[config.mk]
export PLATFORM = sky130hd
export DESIGN_NAME = ingress_peak_rate_estimator
export DESIGN_NICKNAME = d
export VERILOG_FILES = /design/src/hdl/ipre_pkg.sv /design/src/hdl/ingress_peak_rate_estimator.sv /design/src/hdl/ipre_front.sv /design/src/hdl/ipre_div.sv /design/src/hdl/ipre_back.sv
export SDC_FILE = /design/constraint.sdc
export NUM_CORES = 2
export LEC_CHECK = 0
export ABC_CLOCK_PERIOD_IN_PS = 23400
export BUFFER_PORTS_ARGS = -buffer_cell sky130_fd_sc_hd__buf_2
export CAP_MARGIN = 20
export CORE_UTILIZATION = 45
export DETAILED_ROUTE_END_ITERATION = 12
export PLACE_DENSITY_LB_ADDON = 0.08
export SLEW_MARGIN = 10
export SYNTH_ARGS = -nofsm -noshare
export SYNTH_HDL_FRONTEND = slang
export SYNTH_HIERARCHICAL = 1
export SYNTH_SLANG_ARGS = --single-unit
[constraint.sdc]
create_clock -name clk -period 23.4 [get_ports clk]
set_clock_uncertainty 0.15 [all_clocks]
set_input_delay 4.68 -clock clk [delete_from_list [all_inputs] [get_ports clk]]
set_output_delay 4.68 -clock clk [all_outputs]
set_load 0.05 [all_outputs]
[src/hdl/ipre_pkg.sv]
// ----------------------------------------------------------------------------
// ipre_pkg: shared types and constants of the ingress peak rate estimator
// Holds field widths, the queue entry type and the function codes.
// ----------------------------------------------------------------------------
package ipre_pkg;

  localparam int TIME_W    = 62;
  localparam int LEN_W     = 16;
  localparam int RATE_W    = 40;
  localparam int PEAK_W    = 48;
  localparam int DELTA_W   = 49;
  localparam int HOLD_W    = 32;
  localparam int BYTE_COUNT_BITS_DEF = 32;
  localparam logic [31:0] HOLDOFF_RST = 32'd250000000;
  localparam logic [33:0] BPS_SCALE   = 34'd8000000000;

  localparam logic FUNC_ENQ   = 1'b0;
  localparam logic FUNC_QUERY = 1'b1;

  typedef struct packed {
    logic              func;
    logic [TIME_W-1:0] now;
    logic [LEN_W-1:0]  len;
    logic [RATE_W-1:0] cur;
  } ipre_item_t;

endpackage

[src/hdl/ingress_peak_rate_estimator.sv]
// ----------------------------------------------------------------------------
// ingress_peak_rate_estimator: ingress peak bandwidth estimator
// Averages packet spacing and window rates, answers shaper rate queries.
// ----------------------------------------------------------------------------
// Channel  Direction  Contents
// in_      slave      tdata: now_ns, len_bytes, current_rate_bps; tuser: func
// out_     master     tdata: rate_delta_bps, peak_bps, avg_interval_ns
// cfg_     slave      holdoff_ns, one register
//
// A query is answered in state S_OUT and held there while the output stalls.
// An enqueue closing a window runs S_AVG, S_MUL, S_DIV (the one bit per cycle
// divider) and S_PEAK. Reset is synchronous, active low, and clears control
// state and averages. A two-beat queue lets beats in while the back end works.
module ingress_peak_rate_estimator #(
  parameter int BYTE_COUNT_BITS = ipre_pkg::BYTE_COUNT_BITS_DEF
) (
  input  logic         clk,
  input  logic         rst_n,
  input  logic         in_tvalid,
  output logic         in_tready,
  input  logic [119:0] in_tdata,   // now_ns, len_bytes, current_rate_bps
  input  logic         in_tuser,   // func
  output logic         out_tvalid,
  input  logic         out_tready,
  output logic [159:0] out_tdata,  // rate_delta_bps, peak_bps, avg_interval_ns
  input  logic         cfg_valid,
  output logic         cfg_ready,
  input  logic [31:0]  cfg_data
);
  import ipre_pkg::*;

  logic [HOLD_W-1:0] holdoff_r;
  logic q_valid, q_take;
  ipre_item_t q_item;

  assign cfg_ready = 1'b1;
  always_ff @(posedge clk) begin
    if (!rst_n) holdoff_r <= HOLDOFF_RST;
    else if (cfg_valid) holdoff_r <= cfg_data;
  end

  ipre_front u_front (
    .clk(clk), .rst_n(rst_n), .in_tvalid(in_tvalid), .in_tready(in_tready),
    .in_tdata(in_tdata), .in_tuser(in_tuser),
    .q_valid(q_valid), .q_take(q_take), .q_item(q_item)
  );

  ipre_back #(.BYTE_COUNT_BITS(BYTE_COUNT_BITS)) u_back (
    .clk(clk), .rst_n(rst_n), .q_valid(q_valid), .q_take(q_take),
    .q_item(q_item), .holdoff(holdoff_r),
    .out_tvalid(out_tvalid), .out_tready(out_tready), .out_tdata(out_tdata)
  );
endmodule

[src/hdl/ipre_front.sv]
// ----------------------------------------------------------------------------
// ipre_front: input beat capture and two-entry queue
// Unpacks stream beats into items and buffers them for the back end.
// ----------------------------------------------------------------------------
module ipre_front (
  input  logic                 clk,
  input  logic                 rst_n,
  input  logic                 in_tvalid,
  output logic                 in_tready,
  input  logic [119:0]         in_tdata,
  input  logic                 in_tuser,
  output logic                 q_valid,
  input  logic                 q_take,
  output ipre_pkg::ipre_item_t q_item
);
  import ipre_pkg::*;

  ipre_item_t mem_r [2];
  logic       wp_r, wp_nxt, rp_r, rp_nxt;
  logic [1:0] cnt_r, cnt_nxt;
  logic       push, pop;

  assign in_tready = (cnt_r != 2'd2);
  assign push      = in_tvalid && in_tready;
  assign q_valid   = (cnt_r != 2'd0);
  assign pop       = q_valid && q_take;
  assign q_item    = mem_r[rp_r];

  always_comb begin
    wp_nxt  = push ? ~wp_r : wp_r;
    rp_nxt  = pop ? ~rp_r : rp_r;
    cnt_nxt = cnt_r + {1'b0, push} - {1'b0, pop};
  end

  always_ff @(posedge clk) begin
    if (!rst_n) begin
      wp_r  <= 1'b0;
      rp_r  <= 1'b0;
      cnt_r <= 2'd0;
    end else begin
      wp_r  <= wp_nxt;
      rp_r  <= rp_nxt;
      cnt_r <= cnt_nxt;
    end
  end

  always_ff @(posedge clk) begin
    if (push) begin
      mem_r[wp_r].func <= in_tuser;
      mem_r[wp_r].now  <= in_tdata[TIME_W-1:0];
      mem_r[wp_r].len  <= in_tdata[TIME_W+LEN_W-1:TIME_W];
      mem_r[wp_r].cur  <= in_tdata[TIME_W+LEN_W+RATE_W-1:TIME_W+LEN_W];
    end
  end

`ifndef NO_ASSERTIONS
  a_no_overflow: assert property (@(posedge clk) disable iff (!rst_n)
    cnt_r == 2'd2 |-> !push) else $error("queue overflow");
  a_count: assert property (@(posedge clk) disable iff (!rst_n)
    cnt_r != 2'd3) else $error("queue count out of range");
  a_pop_nonempty: assert property (@(posedge clk) disable iff (!rst_n)
    pop |-> cnt_r != 2'd0) else $error("pop from empty queue");
`endif
endmodule

[src/hdl/ipre_div.sv]
// ----------------------------------------------------------------------------
// ipre_div: restoring divider, one quotient bit per cycle
// Divides a 128-bit dividend by a 62-bit divisor, saturating to 48 bits.
// ----------------------------------------------------------------------------
module ipre_div (
  input  logic                          clk,
  input  logic                          rst_n,
  input  logic                          start,
  input  logic [127:0]                  dividend,
  input  logic [ipre_pkg::TIME_W-1:0]   divisor,
  output logic                          done,
  output logic [ipre_pkg::PEAK_W-1:0]   quot
);
  import ipre_pkg::*;

  logic         busy_r, busy_nxt;
  logic [6:0]   idx_r, idx_nxt;
  logic [127:0] num_r, num_nxt;
  logic [TIME_W:0] rem_r, rem_nxt;
  logic [TIME_W-1:0] d_r;
  logic [PEAK_W-1:0] q_r, q_nxt;
  logic         big_r, big_nxt;
  logic         done_r, done_nxt;
  logic [TIME_W:0] sh;

  always_comb begin
    busy_nxt = busy_r;
    idx_nxt  = idx_r;
    num_nxt  = num_r;
    rem_nxt  = rem_r;
    q_nxt    = q_r;
    big_nxt  = big_r;
    done_nxt = 1'b0;
    sh       = {rem_r[TIME_W-1:0], num_r[127]};
    if (start) begin
      busy_nxt = 1'b1;
      idx_nxt  = 7'd127;
      num_nxt  = dividend;
      rem_nxt  = '0;
      q_nxt    = '0;
      big_nxt  = 1'b0;
    end else if (busy_r) begin
      num_nxt = {num_r[126:0], 1'b0};
      if (sh >= {1'b0, d_r}) begin
        rem_nxt = sh - {1'b0, d_r};
        if (idx_r >= 7'(PEAK_W)) big_nxt = 1'b1;
        else q_nxt[idx_r[5:0]] = 1'b1;
      end else begin
        rem_nxt = sh;
      end
      if (idx_r == 7'd0) begin
        busy_nxt = 1'b0;
        done_nxt = 1'b1;
      end
      idx_nxt = idx_r - 7'd1;
    end
  end

  always_ff @(posedge clk) begin
    if (!rst_n) begin
      busy_r <= 1'b0;
      done_r <= 1'b0;
    end else begin
      busy_r <= busy_nxt;
      done_r <= done_nxt;
    end
  end

  always_ff @(posedge clk) begin
    idx_r <= idx_nxt;
    num_r <= num_nxt;
    rem_r <= rem_nxt;
    q_r   <= q_nxt;
    big_r <= big_nxt;
    if (start) d_r <= divisor;
  end

  assign done = done_r;
  assign quot = big_r ? {PEAK_W{1'b1}} : q_r;

`ifndef NO_ASSERTIONS
  a_no_restart: assert property (@(posedge clk) disable iff (!rst_n)
    busy_r |-> !start) else $error("divider restarted while busy");
  a_done_end: assert property (@(posedge clk) disable iff (!rst_n)
    done_r |-> !busy_r) else $error("divider done while busy");
  a_rem_lt: assert property (@(posedge clk) disable iff (!rst_n)
    busy_r && !$past(start) |-> rem_r < {1'b0, d_r}) else $error("remainder too large");
`endif
endmodule

[src/hdl/ipre_back.sv]
// ----------------------------------------------------------------------------
// ipre_back: estimator state and execution sequencer
// Updates the averages for enqueue items and answers queries.
// ----------------------------------------------------------------------------
module ipre_back #(
  parameter int BYTE_COUNT_BITS = ipre_pkg::BYTE_COUNT_BITS_DEF
) (
  input  logic                         clk,
  input  logic                         rst_n,
  input  logic                         q_valid,
  output logic                         q_take,
  input  ipre_pkg::ipre_item_t         q_item,
  input  logic [ipre_pkg::HOLD_W-1:0]  holdoff,
  output logic                         out_tvalid,
  input  logic                         out_tready,
  output logic [159:0]                 out_tdata
);
  import ipre_pkg::*;

  localparam logic [2:0] S_IDLE = 3'd0, S_AVG = 3'd1, S_MUL = 3'd2,
                         S_DIV = 3'd3, S_PEAK = 3'd4, S_OUT = 3'd5;
  localparam int MW = BYTE_COUNT_BITS + 34;
  localparam logic [BYTE_COUNT_BITS-1:0] CAP = {BYTE_COUNT_BITS{1'b1}};

  logic [2:0] st_r, st_nxt;
  ipre_item_t it_r;
  logic win_open_r, answered_r;
  logic [TIME_W-1:0] last_arr_r, win_start_r, iavg_r, last_ans_r, ival_r, wlen_r;
  logic [BYTE_COUNT_BITS-1:0] bytes_r;
  logic [PEAK_W-1:0] peak_r, bps_r;
  logic [MW-1:0] prod_r;
  logic [DELTA_W-1:0] dres_r;
  logic div_start, div_done;
  logic [PEAK_W-1:0] div_q;

  function automatic logic [BYTE_COUNT_BITS-1:0] sat_add(
    input logic [BYTE_COUNT_BITS-1:0] c, input logic [LEN_W-1:0] a);
    logic [BYTE_COUNT_BITS:0] s;
    s = {1'b0, c} + (BYTE_COUNT_BITS+1)'(a);
    return s[BYTE_COUNT_BITS] ? CAP : s[BYTE_COUNT_BITS-1:0];
  endfunction

  function automatic logic [TIME_W-1:0] ewma62(input logic [TIME_W-1:0] o,
    input logic [TIME_W-1:0] s, input logic up);
    logic [TIME_W-1:0] d;
    d = (s >= o) ? s - o : o - s;
    d = up ? d >> 1 : d >> 3;
    return (s >= o) ? o + d : o - d;
  endfunction

  function automatic logic [PEAK_W-1:0] ewma48(input logic [PEAK_W-1:0] o,
    input logic [PEAK_W-1:0] s, input logic up);
    logic [PEAK_W-1:0] d;
    d = (s >= o) ? s - o : o - s;
    d = up ? d >> 1 : d >> 3;
    return (s >= o) ? o + d : o - d;
  endfunction

  logic [TIME_W-1:0] iavg_new, elapsed;
  logic [PEAK_W+4-1:0] tgt15;
  logic [DELTA_W-1:0] qans;
  assign q_take = (st_r == S_IDLE) && q_valid;
  assign iavg_new = (iavg_r == '0) ? ival_r : ewma62(iavg_r, ival_r, ival_r > iavg_r);
  assign elapsed  = (q_item.now > last_ans_r) ? q_item.now - last_ans_r : '0;
  assign tgt15    = {peak_r, 4'b0} - {4'b0, peak_r};
  assign qans     = 49'(tgt15[PEAK_W+3:4]) - 49'(q_item.cur);
  assign div_start = (st_r == S_MUL);

  always_comb begin
    st_nxt = st_r;
    case (st_r)
      S_IDLE: if (q_take) begin
        if (q_item.func == FUNC_QUERY) st_nxt = S_OUT;
        else if (win_open_r && q_item.now > last_arr_r) st_nxt = S_AVG;
      end
      S_AVG:  st_nxt = (ival_r > iavg_new && wlen_r != '0) ? S_MUL : S_IDLE;
      S_MUL:  st_nxt = S_DIV;
      S_DIV:  if (div_done) st_nxt = S_PEAK;
      S_PEAK: st_nxt = S_IDLE;
      S_OUT:  if (out_tready) st_nxt = S_IDLE;
      default: st_nxt = S_IDLE;
    endcase
  end

  always_ff @(posedge clk) begin
    if (!rst_n) begin
      st_r <= S_IDLE;
      win_open_r <= 1'b0; answered_r <= 1'b0;
      last_arr_r <= '0; win_start_r <= '0; bytes_r <= '0;
      iavg_r <= '0; peak_r <= '0; last_ans_r <= '0;
    end else begin
      st_r <= st_nxt;
      case (st_r)
        S_IDLE: if (q_take) begin
          if (q_item.func == FUNC_QUERY) begin
            if (answered_r && elapsed < 62'(holdoff)) begin
              dres_r <= '0;
            end else begin
              answered_r <= 1'b1;
              last_ans_r <= q_item.now;
              dres_r <= (peak_r == '0) ? '0 : qans;
            end
          end else if (!win_open_r) begin
            win_open_r <= 1'b1;
            last_arr_r <= q_item.now;
            win_start_r <= q_item.now;
            bytes_r <= sat_add('0, q_item.len);
          end else begin
            last_arr_r <= q_item.now;
            if (q_item.now > last_arr_r) ival_r <= q_item.now - last_arr_r;
            else bytes_r <= sat_add(bytes_r, q_item.len);
            wlen_r <= (q_item.now > win_start_r) ? q_item.now - win_start_r : '0;
          end
        end
        S_AVG: begin
          iavg_r <= iavg_new;
          if (ival_r > iavg_new) begin
            prod_r <= MW'(bytes_r) * MW'(BPS_SCALE);
            win_start_r <= it_r.now;
            if (wlen_r == '0) bytes_r <= sat_add('0, it_r.len);
          end else begin
            bytes_r <= sat_add(bytes_r, it_r.len);
          end
        end
        S_MUL: bytes_r <= sat_add('0, it_r.len);
        S_DIV: if (div_done) bps_r <= div_q;
        S_PEAK: peak_r <= (peak_r == '0) ? bps_r : ewma48(peak_r, bps_r, bps_r > peak_r);
        default: ;
      endcase
    end
  end

  always_ff @(posedge clk) begin
    if (q_take) it_r <= q_item;
  end

  ipre_div u_div (
    .clk(clk), .rst_n(rst_n), .start(div_start),
    .dividend(128'(prod_r)), .divisor(wlen_r),
    .done(div_done), .quot(div_q)
  );

  assign out_tvalid = (st_r == S_OUT);
  assign out_tdata  = {1'b0, iavg_r, peak_r, dres_r};

`ifndef NO_ASSERTIONS
  a_idle_take: assert property (@(posedge clk) disable iff (!rst_n)
    q_take |-> st_r == S_IDLE) else $error("item taken while busy");
  a_out_hold: assert property (@(posedge clk) disable iff (!rst_n)
    out_tvalid && !out_tready |=> out_tvalid && $stable(out_tdata))
    else $error("result changed while stalled");
  a_div_state: assert property (@(posedge clk) disable iff (!rst_n)
    div_done |-> st_r == S_DIV) else $error("divider done outside divide");
`endif
endmodule
==> impl_metrics.toml <==
[outcome]
status = "complete, no violations"

[logic_synthesis]
synth_top_area_share_pct = 22.1
synth_edf_count = 780
synth_compound_area_share_pct = 19.5
yosys_warnings = 6
synth_fa_ha_area_share_pct = 18.7
synth_simple_gate_area_share_pct = 14.9
ys_ff_latch = 1270
synth_top_family_by_area = "compound AO/OA/AOI/OAI gates"
syn_area_per_cell_um2 = 8.95
syn_inst = 11828
ys_seq_area_share_pct = 31.4
synth_cell_types = 121
synthTopCellsByCount = "inv_1 (1101), nand2_1 (1080), ha_1 (1059)"
synthFlopType = "edfxtp_1"
synth-xor-area-share_pct = 5.30
synth.area.top_cells = "edfxtp_1 (22%), ha_1 (13%), dfxtp_1 (9.3%), fa_1 (6.1%), a21oi_1 (4.7%)"
synth.most_common_cell = "inv_1"
muxShareOfSynthArea_pct = 4.20
synth_area_leader_cell = "edfxtp_1"
syn_area_um2 = 106000
async_flop_share_pct = 0

[drt]
drtIter0Drc = 7063
wl_mm = 349
drcViolationCount = 0
drt_first_pass_iters = 6
detail_route.wl_per_cell_um = 22.9
antenna_left = 0
vias_per_cell = 5.81
vias = 88510

[clocking]
cts_made_buffers = 152
cts_setup_buffers = 0
root_buffer = "clkbuf_16"
clk_path_buf_depth = 3
clk_latency_ns = 0.86
cts_max_level = 4
postCtsHoldBufs = 0
tritoncts = "built"
cts_sinks = 1270
path_clk_slew_ns = 0.06
cts-resized-gates = 0

[grt]
grt_max_degree = 163
grt_overflow = 0
grt_pass1_wl_mm = 526
grt_pass1_vias = 85898
antenna_found_initial = 23
track_usage_pct = 28.8

[final_layout]
nets = 13507
drive_above_1_share_pct = 9.42
nFillCells = 22403
seq_area_um2 = 33200
area_growth_pct = 9.07
multi_input_area_um2 = 66600

[sta]
tns_ns = 0
min_period_ns = 17.59
hold_violations = 0
period_share_pct = 75.2
rsz0062_at_grt = "false"
setup_viol = 0
drv_slew = 0
worst-slew-pin-transition_ns = 1.23
timing.slew.headroom_pct = 15.9
max_freq_mhz = 56.8

[place]
dp_hpwl_mm = 273
port_buffers = 316
gp_congestion = 0.985

[critical_path]
cp.arrival_ns = 18.15
cp.required_ns = 23.95
crit_type = "register to register"
start_kind = "register"
slowest_delay_ns = 0.84
cp-end-kind = "register"
crit_slowest_cell = "a2111oi_2"
reg2reg_setup_slack_ns = 5.81
critPathMaxFanout = 44
path_common_cell = "a21o_1"

[floorplan]
die_x_um = 487
coreArea_um2 = 233000
start_util_pct = 45.4
fp.dieArea_um2 = 237000
num_io_pins = 321
die_h_um = 487
std_cell_rows = 177

[run]
maxCapViolCount = 0

[min_path]
hold_class = "register to register"
==> area by class of cell <==
type                       instances  share of cell area, %
multi-input combinational       9024                   57.7
antenna                            7                 0.0152
inverter                        1104                   3.61
timing repair buffer             413                   2.03
clock inverter                    86                  0.853
clock buffer                     197                   3.60
tap                             3132                   3.40
sequential                      1270                   28.8
==> metrics by stage <==
step | setup WS, ns | area (um^2) | cells | hold WS (ns) | util (%)
CTS | 6.11 | 115000 | 15222 | 0.283 | 49.5
finish | 5.81 | 115000 | 15233 | 0.289 | 49.5
detailed placement | 6.15 | 110000 | 14939 | 0.285 | 47.3
global placement | 6.25 | 110000 | 14939 | 0.283 | 47.3
floorplan | 9.90 | 106000 | 11903 | 0.277 | -
global route | 4.82 | 115000 | 15227 | 0.311 | 49.5
==> kinds of logic (layout without fill, tap and decap cells) <==
family	count (synthesis)	in the layout
adder cells (fa/ha/maj)	1386	1386
buffers and inverters	1609	1800
AO/OA/AOI/OAI	3153	3153
XOR/XNOR	639	639
other	2	84
AND/OR/NAND/NOR	3358	3358
multiplexers	411	411
flip-flops	1270	1270
==> worst max-delay path, delay by kind of cell (launching register included) <==
family | cells | cell delay (ns)
buf+inv | 5 | 1.97
simple gates | 12 | 2.62
xor+xnor | 2 | 0.73
fa+ha+maj | 3 | 1.07
flops | 1 | 0.60
compound gates | 32 | 10.22
==> worst paths after layout <==
kind	cells past startpoint	from	to
worst min register to register	0	u_back/wlen_r[15]	u_back/u_div/d_r[15]
worst min-delay path	0	u_back/wlen_r[15]	u_back/u_div/d_r[15]
worst max-delay path	54	u_back/iavg_r[1]	u_back/bytes_r[11]
worst max register to register	54	u_back/iavg_r[1]	u_back/bytes_r[11]
==> sequential cells by signal (all words and copies together), names as in the netlist, 49 cells and up, named ones only <==
| signal | count |
|---|---|
| u_back/wlen_r | 62 |
| u_back/iavg_r | 62 |
| u_back/prod_r | 53 |
| u_back/u_div/rem_r | 62 |
| u_back/dres_r | 49 |
| u_back/last_arr_r | 62 |
| u_back/it_r | 78 |
| u_back/u_div/num_r | 128 |
| u_back/last_ans_r | 62 |
| u_back/win_start_r | 62 |
| u_back/u_div/d_r | 62 |
| u_front/mem_r | 238 |
| u_back/ival_r | 62 |
==> cell usage in the layout, fill, tap and decap left out, types with 191 or more instances in the layout <==
| cell type | n |
|---|---|
| nand3_1 | 191 |
| mux2_2 | 257 |
| edfxtp_1 | 780 |
| a21o_1 | 419 |
| ha_1 | 1059 |
| xnor2_1 | 409 |
| dfxtp_1 | 488 |
| xor2_1 | 229 |
| buf_2 | 316 |
| a21oi_1 | 992 |
| o21ai_0 | 521 |
| fa_1 | 325 |
| inv_1 | 1099 |
| nor2_1 | 947 |
| nand2_1 | 1076 |
==> per-layer routing <==
metal	vias up	track usage, %	part of all wire [%]
li1	42466	-	-
met1	43038	39.7	46
met2	2552	46.6	46
met3	444	3.67	5.2
met4	10	9.39	3.2
met5	-	0	0.020
Power is not shown: default switching activity piles up to over one toggle a cycle in this logic, so the estimate is an artifact.
